File: config.mk
export PLATFORM = sky130hd
export DESIGN_NAME = hamming_best_match_ratio_test_top
export DESIGN_NICKNAME = d
export VERILOG_FILES = /design/src/rtl/hbmrt_pkg.sv /design/src/rtl/hamming_best_match_ratio_test_top.sv /design/src/rtl/hbmrt_front.sv /design/src/rtl/hbmrt_queue.sv /design/src/rtl/hbmrt_back.sv
export SDC_FILE = /design/constraint.sdc
export NUM_CORES = 2
export LEC_CHECK = 0
export ABC_CLOCK_PERIOD_IN_PS = 29500
export BUFFER_PORTS_ARGS = -buffer_cell sky130_fd_sc_hd__buf_2
export CAP_MARGIN = 20
export CORE_MARGIN = 5
export CORE_UTILIZATION = 55
export DETAILED_ROUTE_END_ITERATION = 8
export PLACE_DENSITY_LB_ADDON = 0.08
export SYNTH_ARGS = -nofsm -noshare
export SYNTH_HDL_FRONTEND = slang
export SYNTH_SLANG_ARGS = --single-unit
File: constraint.sdc
create_clock -name clk -period 29.5 [get_ports clk]
set_clock_uncertainty 0.1 [all_clocks]
set_input_delay 2.95 -clock clk [delete_from_list [all_inputs] [get_ports clk]]
set_output_delay 2.95 -clock clk [all_outputs]
set_load 0.02 [all_outputs]
File: src/rtl/hbmrt_pkg.sv
// Shared types, constants and the 64-bit popcount for the Hamming
// best-match block. No dependencies.
`default_nettype none

package hbmrt_pkg;

  localparam int DescWords = 4;
  localparam int WordW     = 64;
  localparam int IdxW      = 11;
  localparam int LvlInW    = 3;
  localparam int LvlW      = 4;
  localparam int DistW     = 9;
  localparam int CntW      = 7;
  localparam int RatioW    = 9;
  localparam int QDepth    = 4;
  localparam int QPtrW     = 2;
  localparam int QCntW     = 3;
  localparam int CfgIdxW   = 3;
  localparam int CfgDataW  = 9;
  localparam int InDataW   = 272;
  localparam int InUserW   = 2;
  localparam int OutDataW  = 32;

  localparam logic [DistW-1:0]  DIST_NONE      = 9'd256;
  localparam logic [LvlW-1:0]   LEVEL_NONE     = 4'd15;
  localparam logic [DistW-1:0]  DIST_LIMIT_RST = 9'd50;
  localparam logic [RatioW-1:0] RATIO_RST      = 9'd154;

  typedef enum logic {
    KIND_QUERY = 1'b0,
    KIND_CAND  = 1'b1
  } kind_t;

  typedef enum logic [CfgIdxW-1:0] {
    CFG_DIST_LIMIT = 3'd0,
    CFG_RATIO_Q8   = 3'd1,
    CFG_RATIO_EN   = 3'd2,
    CFG_SAME_LVL   = 3'd3,
    CFG_INCL       = 3'd4
  } cfg_idx_t;

  typedef struct packed {
    logic [DistW-1:0]  dist_limit;
    logic [RatioW-1:0] ratio_q8;
    logic              ratio_en;
    logic              same_lvl;
    logic              incl;
  } cfg_t;

  // One classified item between front and back
  typedef struct packed {
    kind_t            kind;
    logic [DistW-1:0] hdist;
    logic [IdxW-1:0]  idx;
    logic [LvlW-1:0]  lvl;
    logic             skip;
    logic             last;
  } qent_t;

  // Best / second-best tracker
  typedef struct packed {
    logic [DistW-1:0] best_dist;
    logic [DistW-1:0] second_dist;
    logic [LvlW-1:0]  best_lvl;
    logic [LvlW-1:0]  second_lvl;
    logic [IdxW-1:0]  best_idx;
  } trk_t;

  localparam trk_t TRK_CLEAR = '{
    best_dist:   DIST_NONE,
    second_dist: DIST_NONE,
    best_lvl:    LEVEL_NONE,
    second_lvl:  LEVEL_NONE,
    best_idx:    '0
  };

  // SWAR popcount, then a byte sum
  function automatic logic [CntW-1:0] popcount64(input logic [WordW-1:0] v);
    logic [WordW-1:0] v1;
    logic [WordW-1:0] v2;
    logic [WordW-1:0] v3;
    logic [CntW-1:0]  sum;
    v1  = v - ((v >> 1) & 64'h5555_5555_5555_5555);
    v2  = (v1 & 64'h3333_3333_3333_3333) + ((v1 >> 2) & 64'h3333_3333_3333_3333);
    v3  = (v2 + (v2 >> 4)) & 64'h0F0F_0F0F_0F0F_0F0F;
    sum = '0;
    for (int b = 0; b < 8; b++) begin
      sum = sum + CntW'(v3[b*8 +: 8]);
    end
    return sum;
  endfunction

endpackage

`default_nettype wire

File: src/rtl/hamming_best_match_ratio_test_top.sv
// Top level of the Hamming best-match search with ratio test.
// Depends on hbmrt_pkg, hbmrt_front, hbmrt_queue and hbmrt_back.
//
//  port group | dir | beat contents
//  in_*       | in  | query load or candidate, tlast ends a search
//  out_*      | out | one result per search
//  cfg_*      | in  | register write, no read-back
//
// One beat per cycle while the queue has room. A result beat is registered in
// turn in the count stage, queue, snapshot and output after its last candidate.
// Only a final candidate waits at the queue head, and only while both the
// snapshot and output registers are full; the input stalls once the queue
// plus the count stage hold four items, i.e. when the result side holds back.
// Reset is synchronous, active low; it clears the query, trackers and
// registers to their defaults.
`default_nettype none

module hamming_best_match_ratio_test_top #(
  parameter int MAX_FEATURES = 2048,
  parameter int NUM_LEVELS   = 8
) (
  input  wire logic                            clk,
  input  wire logic                            rst_n,
  input  wire logic                            in_tvalid,
  output logic                                 in_tready,
  // desc_w0, desc_w1, desc_w2, desc_w3, cand_index, cand_level, 2 pad bits
  input  wire logic [hbmrt_pkg::InDataW-1:0]   in_tdata,
  // req_type, cand_skip
  input  wire logic [hbmrt_pkg::InUserW-1:0]   in_tuser,
  input  wire logic                            in_tlast,
  output logic                                 out_tvalid,
  input  wire logic                            out_tready,
  // best_index, best_distance, second_distance, 3 pad bits
  output logic [hbmrt_pkg::OutDataW-1:0]       out_tdata,
  // matched
  output logic                                 out_tuser,
  input  wire logic                            cfg_we,
  input  wire logic [hbmrt_pkg::CfgIdxW-1:0]   cfg_index,
  input  wire logic [hbmrt_pkg::CfgDataW-1:0]  cfg_wdata
);
  import hbmrt_pkg::*;

  cfg_t             cfg_r;
  cfg_t             cfg_nxt;
  logic             push;
  qent_t            push_ent;
  logic             pop;
  logic             pop_valid;
  qent_t            pop_ent;
  logic [QCntW-1:0] q_count;

  // configuration registers
  always_comb begin
    cfg_nxt = cfg_r;
    if (cfg_we) begin
      case (cfg_index)
        CFG_DIST_LIMIT: cfg_nxt.dist_limit = cfg_wdata;
        CFG_RATIO_Q8:   cfg_nxt.ratio_q8   = cfg_wdata;
        CFG_RATIO_EN:   cfg_nxt.ratio_en   = cfg_wdata[0];
        CFG_SAME_LVL:   cfg_nxt.same_lvl   = cfg_wdata[0];
        CFG_INCL:       cfg_nxt.incl       = cfg_wdata[0];
        default:        cfg_nxt = cfg_r;
      endcase
    end
  end

  always_ff @(posedge clk) begin
    if (!rst_n) begin
      cfg_r.dist_limit <= DIST_LIMIT_RST;
      cfg_r.ratio_q8   <= RATIO_RST;
      cfg_r.ratio_en   <= 1'b1;
      cfg_r.same_lvl   <= 1'b0;
      cfg_r.incl       <= 1'b0;
    end else begin
      cfg_r <= cfg_nxt;
    end
  end

  hbmrt_front #(
    .MAX_FEATURES (MAX_FEATURES),
    .NUM_LEVELS   (NUM_LEVELS)
  ) u_front (
    .clk       (clk),
    .rst_n     (rst_n),
    .in_tvalid (in_tvalid),
    .in_tready (in_tready),
    .in_tdata  (in_tdata),
    .in_tuser  (in_tuser),
    .in_tlast  (in_tlast),
    .q_count   (q_count),
    .push      (push),
    .push_ent  (push_ent)
  );

  hbmrt_queue u_queue (
    .clk       (clk),
    .rst_n     (rst_n),
    .push      (push),
    .push_ent  (push_ent),
    .pop       (pop),
    .pop_valid (pop_valid),
    .pop_ent   (pop_ent),
    .count     (q_count)
  );

  hbmrt_back u_back (
    .clk        (clk),
    .rst_n      (rst_n),
    .cfg        (cfg_r),
    .q_valid    (pop_valid),
    .q_ent      (pop_ent),
    .q_pop      (pop),
    .out_tvalid (out_tvalid),
    .out_tready (out_tready),
    .out_tdata  (out_tdata),
    .out_tuser  (out_tuser)
  );

endmodule

`default_nettype wire

File: src/rtl/hbmrt_front.sv
// Front end: holds the query descriptor, takes input beats, computes the
// per-word distance counts and pushes classified items. Uses hbmrt_pkg.
`default_nettype none

module hbmrt_front #(
  parameter int MAX_FEATURES = 2048,
  parameter int NUM_LEVELS   = 8
) (
  input  wire logic                          clk,
  input  wire logic                          rst_n,
  input  wire logic                          in_tvalid,
  output logic                               in_tready,
  input  wire logic [hbmrt_pkg::InDataW-1:0] in_tdata,
  input  wire logic [hbmrt_pkg::InUserW-1:0] in_tuser,
  input  wire logic                          in_tlast,
  input  wire logic [hbmrt_pkg::QCntW-1:0]   q_count,
  output logic                               push,
  output hbmrt_pkg::qent_t                   push_ent
);
  import hbmrt_pkg::*;

  localparam logic [IdxW-1:0] IdxMask = IdxW'(MAX_FEATURES - 1);
  localparam logic [LvlW-1:0] LvlMax  = LvlW'(NUM_LEVELS - 1);

  logic [WordW-1:0] query_r [DescWords];
  logic             s1_valid_r;
  logic             s1_valid_nxt;
  logic [CntW-1:0]  cnt_r   [DescWords];
  logic [CntW-1:0]  cnt_nxt [DescWords];
  kind_t            kind_r;
  logic [IdxW-1:0]  idx_r;
  logic [LvlW-1:0]  lvl_r;
  logic [LvlW-1:0]  lvl_nxt;
  logic             skip_r;
  logic             last_r;
  logic             accept;
  logic [LvlW-1:0]  lvl_in;

  // room for this beat plus the one in the count stage
  assign in_tready = (QCntW'(q_count) + QCntW'(s1_valid_r)) < QCntW'(QDepth);
  assign accept    = in_tvalid && in_tready;

  // per-word XOR popcount against the current query
  always_comb begin
    for (int w = 0; w < DescWords; w++) begin
      cnt_nxt[w] = popcount64(query_r[w] ^ in_tdata[w*WordW +: WordW]);
    end
  end

  // level saturation
  assign lvl_in  = {1'b0, in_tdata[DescWords*WordW + IdxW +: LvlInW]};
  assign lvl_nxt = (lvl_in > LvlMax) ? LvlMax : lvl_in;
  assign s1_valid_nxt = accept;

  always_ff @(posedge clk) begin
    if (!rst_n) begin
      s1_valid_r <= 1'b0;
      for (int w = 0; w < DescWords; w++) begin
        query_r[w] <= '0;
      end
    end else begin
      s1_valid_r <= s1_valid_nxt;
      if (accept && (in_tuser[0] == KIND_QUERY)) begin
        for (int w = 0; w < DescWords; w++) begin
          query_r[w] <= in_tdata[w*WordW +: WordW];
        end
      end
    end
  end

  // count stage payload
  always_ff @(posedge clk) begin
    if (accept) begin
      cnt_r  <= cnt_nxt;
      kind_r <= kind_t'(in_tuser[0]);
      idx_r  <= in_tdata[DescWords*WordW +: IdxW] & IdxMask;
      lvl_r  <= lvl_nxt;
      skip_r <= in_tuser[1];
      last_r <= in_tlast;
    end
  end

  // final sum and push into the queue
  assign push = s1_valid_r;
  always_comb begin
    push_ent.kind  = kind_r;
    push_ent.hdist = DistW'(cnt_r[0]) + DistW'(cnt_r[1]) + DistW'(cnt_r[2])
                   + DistW'(cnt_r[3]);
    push_ent.idx   = idx_r;
    push_ent.lvl   = lvl_r;
    push_ent.skip  = skip_r;
    push_ent.last  = last_r;
  end

endmodule

`default_nettype wire

File: src/rtl/hbmrt_queue.sv
// Short FIFO of classified items between front and back. Uses hbmrt_pkg.
`default_nettype none

module hbmrt_queue (
  input  wire logic                        clk,
  input  wire logic                        rst_n,
  input  wire logic                        push,
  input  hbmrt_pkg::qent_t                 push_ent,
  input  wire logic                        pop,
  output logic                             pop_valid,
  output hbmrt_pkg::qent_t                 pop_ent,
  output logic [hbmrt_pkg::QCntW-1:0]      count
);
  import hbmrt_pkg::*;

  qent_t            mem_r [QDepth];
  logic [QPtrW-1:0] wr_ptr_r;
  logic [QPtrW-1:0] wr_ptr_nxt;
  logic [QPtrW-1:0] rd_ptr_r;
  logic [QPtrW-1:0] rd_ptr_nxt;
  logic [QCntW-1:0] cnt_r;
  logic [QCntW-1:0] cnt_nxt;

  assign pop_valid = (cnt_r != '0);
  assign pop_ent   = mem_r[rd_ptr_r];
  assign count     = cnt_r;

  // pointer and fill bookkeeping
  always_comb begin
    wr_ptr_nxt = push ? wr_ptr_r + 1'b1 : wr_ptr_r;
    rd_ptr_nxt = pop  ? rd_ptr_r + 1'b1 : rd_ptr_r;
    cnt_nxt    = cnt_r + QCntW'(push) - QCntW'(pop);
  end

  always_ff @(posedge clk) begin
    if (!rst_n) begin
      wr_ptr_r <= '0;
      rd_ptr_r <= '0;
      cnt_r    <= '0;
    end else begin
      wr_ptr_r <= wr_ptr_nxt;
      rd_ptr_r <= rd_ptr_nxt;
      cnt_r    <= cnt_nxt;
    end
  end

  always_ff @(posedge clk) begin
    if (push) begin
      mem_r[wr_ptr_r] <= push_ent;
    end
  end

endmodule

`default_nettype wire

File: src/rtl/hbmrt_back.sv
// Back end: best / second-best tracking, result snapshot, ratio test and
// the output register. Uses hbmrt_pkg.
`default_nettype none

module hbmrt_back (
  input  wire logic                           clk,
  input  wire logic                           rst_n,
  input  hbmrt_pkg::cfg_t                     cfg,
  input  wire logic                           q_valid,
  input  hbmrt_pkg::qent_t                    q_ent,
  output logic                                q_pop,
  output logic                                out_tvalid,
  input  wire logic                           out_tready,
  output logic [hbmrt_pkg::OutDataW-1:0]      out_tdata,
  output logic                                out_tuser
);
  import hbmrt_pkg::*;

  trk_t                trk_r;
  trk_t                trk_nxt;
  trk_t                upd;
  trk_t                snap_r;
  logic                snap_valid_r;
  logic                snap_valid_nxt;
  logic                out_valid_r;
  logic                out_valid_nxt;
  logic                matched_r;
  logic                matched_nxt;
  logic [IdxW-1:0]     out_idx_r;
  logic [DistW-1:0]    out_best_r;
  logic [DistW-1:0]    out_second_r;
  logic                out_free;
  logic                snap_ready;
  logic                is_final;
  logic                ok;
  logic                apply;
  logic [17:0]         lhs;
  logic [17:0]         rhs;

  assign out_free   = !out_valid_r || out_tready;
  assign snap_ready = !snap_valid_r || out_free;
  assign is_final   = (q_ent.kind == KIND_CAND) && q_ent.last;
  assign q_pop      = q_valid && (!is_final || snap_ready);

  // tracker update for the item at the queue head
  always_comb begin
    upd = trk_r;
    if ((q_ent.kind == KIND_CAND) && !q_ent.skip) begin
      if (q_ent.hdist < trk_r.best_dist) begin
        upd.second_dist = trk_r.best_dist;
        upd.second_lvl  = trk_r.best_lvl;
        upd.best_dist   = q_ent.hdist;
        upd.best_lvl    = q_ent.lvl;
        upd.best_idx    = q_ent.idx;
      end else if (q_ent.hdist < trk_r.second_dist) begin
        upd.second_dist = q_ent.hdist;
        upd.second_lvl  = q_ent.lvl;
      end
    end
  end

  // a query or a finished search starts the trackers over
  always_comb begin
    trk_nxt = trk_r;
    if (q_pop) begin
      if ((q_ent.kind == KIND_QUERY) || q_ent.last) begin
        trk_nxt = TRK_CLEAR;
      end else begin
        trk_nxt = upd;
      end
    end
  end

  always_comb begin
    if (q_pop && is_final) begin
      snap_valid_nxt = 1'b1;
    end else if (out_free) begin
      snap_valid_nxt = 1'b0;
    end else begin
      snap_valid_nxt = snap_valid_r;
    end
  end

  always_ff @(posedge clk) begin
    if (!rst_n) begin
      trk_r        <= TRK_CLEAR;
      snap_valid_r <= 1'b0;
      out_valid_r  <= 1'b0;
    end else begin
      trk_r        <= trk_nxt;
      snap_valid_r <= snap_valid_nxt;
      out_valid_r  <= out_valid_nxt;
    end
  end

  always_ff @(posedge clk) begin
    if (q_pop && is_final) begin
      snap_r <= upd;
    end
  end

  // distance limit and ratio test on the snapshot
  always_comb begin
    lhs   = {snap_r.best_dist, 8'd0} + 18'd0;
    rhs   = 18'(snap_r.second_dist) * 18'(cfg.ratio_q8);
    ok    = (snap_r.best_lvl != LEVEL_NONE) && (snap_r.best_dist <= cfg.dist_limit);
    apply = cfg.ratio_en && (!cfg.same_lvl || (snap_r.best_lvl == snap_r.second_lvl));
    matched_nxt = ok;
    if (ok && apply) begin
      matched_nxt = cfg.incl ? (lhs <= rhs) : (lhs < rhs);
    end
  end

  assign out_valid_nxt = (snap_valid_r && out_free) ? 1'b1 :
                         (out_tready ? 1'b0 : out_valid_r);

  always_ff @(posedge clk) begin
    if (snap_valid_r && out_free) begin
      matched_r    <= matched_nxt;
      out_idx_r    <= snap_r.best_idx;
      out_best_r   <= snap_r.best_dist;
      out_second_r <= snap_r.second_dist;
    end
  end

  assign out_tvalid = out_valid_r;
  assign out_tuser  = matched_r;
  assign out_tdata  = {3'b000, out_second_r, out_best_r, out_idx_r};

endmodule

`default_nettype wire

==> impl_metrics.env <==
export IMPL_status="finished clean"
export IMPL_reg2reg_slack_ns=20.75
export IMPL_arrival_ns=11.08
export IMPL_hold_viol=0
export IMPL_area_growth_pct=10.3
export IMPL_row_count=109
export IMPL_port_buffers=321
export IMPL_cts_setup_buffers=0
export IMPL_antenna_found_initial=35
export IMPL_drc_errors=0
export IMPL_cts_resized=0
export IMPL_finalSetupTns_ns=0
export IMPL_die_h_um=307
export IMPL_tightest_slew_ns=1.08
export IMPL_wl_per_cell_um=16.6
export IMPL_synth_area_leaders="edfxtp_1 29%, ha_1 17%, fa_1 9.7%, inv_1 5.4%, xnor2_1 5.3%"
export IMPL_ant_nets=0
export IMPL_hpwlAfterDp_um=84300
export IMPL_wl_um=105000
export IMPL_drive_gt1_frac=0.0988
export IMPL_synth_top_cell_area_share=0.292
export IMPL_place_inst=6191
export IMPL_ys_warn_count=0
export IMPL_placed_cell_area_um2=51500
export IMPL_worstPathRequired_ns=29.83
export IMPL_first_global_vias=34000
export IMPL_critPathMostFrequentCell="fa_1"
export IMPL_critPathKind="in2reg"
export IMPL_cts_root_buffer="clkbuf_16"
export IMPL_cp_end_kind="flop"
export IMPL_finalSetupViolations=0
export IMPL_startpoint_type="input port"
export IMPL_synthesis_area_um2=48500
export IMPL_async_flop_share=0
export IMPL_clk_pin_slew_ns=0.07
export IMPL_rsz0062_at_grt="no"
export IMPL_yosys_register_bits=542
export IMPL_die_w_um=307
export IMPL_fin_cells=6322
export IMPL_fin_area_um2=53500
export IMPL_synth_edf_count=472
export IMPL_ys_flop_type="edfxtp_1"
export IMPL_layout_setup_ws_ns=18.75
export IMPL_synth_top_cell_by_area="edfxtp_1"
export IMPL_dieArea_um2=94300
export IMPL_dr_first_iter_drc_count=1780
export IMPL_grt_pass1_wl_um=171000
export IMPL_reg2reg_to="u_front.cnt_r[13]$_DFFE_PP_"
export IMPL_cts_made_buffers=60
export IMPL_finalMaxSlewViolations=0
export IMPL_cts_htree_levels=2
export IMPL_numClockSinks=542
export IMPL_hp_class="reg2reg"
export IMPL_clock_path_buffers=3
export IMPL_crit_path_top_delay_cell="a211oi_1"
export IMPL_coreArea_um2=88000
export IMPL_synthTopCellsByCount="696 x inv_1, 654 x ha_1, 472 x edfxtp_1, 348 x nand2_1, 298 x and2_1"
export IMPL_ys_seq_area_frac=0.321
export IMPL_yosysMostFrequentCell="inv_1"
export IMPL_finalCritPeriodShare=0.364
export IMPL_fill_cells=7547
export IMPL_reg2regPathDepth=27
export IMPL_cp_startpoint="in_tdata[131]"
export IMPL_post_place_ws_ns=18.09
export IMPL_start_util=0.552
export IMPL_fin_nets=6271
export IMPL_vias=33800
export IMPL_drt_pass1_iter_count=5
export IMPL_netlist_instances=4765
export IMPL_grt_max_degree=257
export IMPL_routed_via_density=5.34
export IMPL_cpPeakStageDelay_ns=0.70
export IMPL_r2r_start="u_front.query_r[2][15]$_SDFFCE_PN0P_"
export IMPL_clk_latency_ns=0.67
export IMPL_fmax_ghz=0.0931
export IMPL_ctsHoldBuffers=0
export IMPL_place_congestion=0.891
export IMPL_slew_headroom=0.264
export IMPL_maxCapViolations=0
export IMPL_track_usage=0.220
export IMPL_syn_avg_cell_area_um2=10.2
export IMPL_cts_tree="yes"
export IMPL_io_pins=327
export IMPL_min_period_ns=10.75
export IMPL_yosysUniqueCellTypes=87
export IMPL_cp_endpoint="u_front.cnt_r[13]$_DFFE_PP_"
export IMPL_globalRouteOverflowTotal=0
export IMPL_cp_max_fo=6
## flip-flops by register name (all words and copies together), names as in the netlist, 2 cells and up, named ones only
signal and flops:
u_queue.count 3, u_back.out_idx_r 11, u_back.out_second_r 9, u_back.snap_r 37, u_queue.rd_ptr_r 2, u_front.lvl_r 3
u_front.query_r 256, u_back.trk_r 37, u_queue.wr_ptr_r 2, u_front.cnt_r 28, u_front.idx_r 11, u_queue.mem_r 104
cfg_r 21, u_back.out_best_r 9
## how the worst min path moves through the flow
stage	from	endpoint	depth (start not counted)
final	u_back.snap_r[7]$_DFFE_PP_	u_back.out_idx_r[7]$_DFFE_PP_	0
after detailed placement	u_back.snap_r[2]$_DFFE_PP_	u_back.out_idx_r[2]$_DFFE_PP_	0
after global routing	u_back.snap_r[7]$_DFFE_PP_	u_back.out_idx_r[7]$_DFFE_PP_	0
after CTS	u_back.snap_r[7]$_DFFE_PP_	u_back.out_idx_r[7]$_DFFE_PP_	0
after global placement	u_back.snap_r[6]$_DFFE_PP_	u_back.out_idx_r[6]$_DFFE_PP_	0
after floorplan	u_back.snap_r[0]$_DFFE_PP_	u_back.out_idx_r[0]$_DFFE_PP_	0
## metrics by stage
step	utilization	hold WS [ns]
after global placement	0.585	0.302
after detailed placement	0.585	0.306
after global routing	0.608	0.321
after floorplan	-	0.300
after CTS	0.608	0.316
final	0.609	0.315
## cell usage in the layout (no fill, tap or decap), drive strengths merged, types with 26 or more instances in the layout
cell | synthesis | layout
inv | 697 | 703
ha | 654 | 654
edfxtp | 472 | 472
nand2 | 348 | 348
buf | 11 | 334
and2 | 300 | 300
xnor2 | 295 | 295
xor2 | 280 | 280
fa | 236 | 236
a21oi | 194 | 194
o21ai | 173 | 173
nor2 | 126 | 126
a21o | 109 | 109
dfxtp | 70 | 70
clkbuf | 63 | 66
nand3 | 58 | 58
a211o | 44 | 44
nand4 | 42 | 42
nor3 | 39 | 39
a22o | 35 | 35
nand2b | 33 | 33
a21boi | 33 | 33
a211oi | 33 | 33
nor2b | 31 | 31
a31oi | 30 | 30
o21a | 29 | 29
o21bai | 27 | 27
clkinv | 0 | 27
mux4 | 26 | 26
o31ai | 26 | 26
## layer usage
layer	part of all wire	vias up	routed length, um	track usage
li1	-	17000	-	-
met4	0.026	24	2680	0.0615
met5	0.0015	-	160	0
met1	0.43	16000	45500	0.282
met3	0.058	168	6080	0.0483
met2	0.48	607	50300	0.378
## cells by family (layout without fill, tap and decap cells)
| logic type | after synthesis | in the layout | synth area share |
|---|---|---|---|
| AOI/OAI and AO/OA | 881 | 881 | 0.123 |
| other | 1 | 20 | 0.0000772 |
| DFF | 542 | 542 | 0.321 |
| buffers and inverters | 771 | 1144 | 0.0599 |
| and+or+nand+nor | 1076 | 1076 | 0.114 |
| adders and majority gates | 890 | 890 | 0.266 |
| xor gates and xnor gates | 575 | 575 | 0.104 |
| muxes | 29 | 29 | 0.0127 |
## worst max-delay path, delay by kind of cell
family,cells,cell delay [ns]
XOR/XNOR,4,0.98
AND/OR/NAND/NOR,1,0.08
buffers and inverters,5,0.34
adder cells (fa/ha/maj),9,3.75
AO/OA/AOI/OAI,11,2.98
## layout make-up
| class | count | area, um2 | area share |
|---|---|---|---|
| Timing Repair Buffer | 334 | 1730 | 0.0323 |
| Tap cell | 1165 | 1460 | 0.0272 |
| Multi-Input combinational cell | 3454 | 30100 | 0.562 |
| Clock inverter | 47 | 483 | 0.00902 |
| Antenna cell | 17 | 42.5 | 0.000795 |
| Sequential cell | 542 | 15600 | 0.291 |
| Clock buffer | 66 | 1530 | 0.0286 |
| Inverter | 697 | 2620 | 0.0489 |
Power is left out: the tool's default activity adds up to more than one toggle a clock period on the data nets, which glitch-free logic cannot reach.
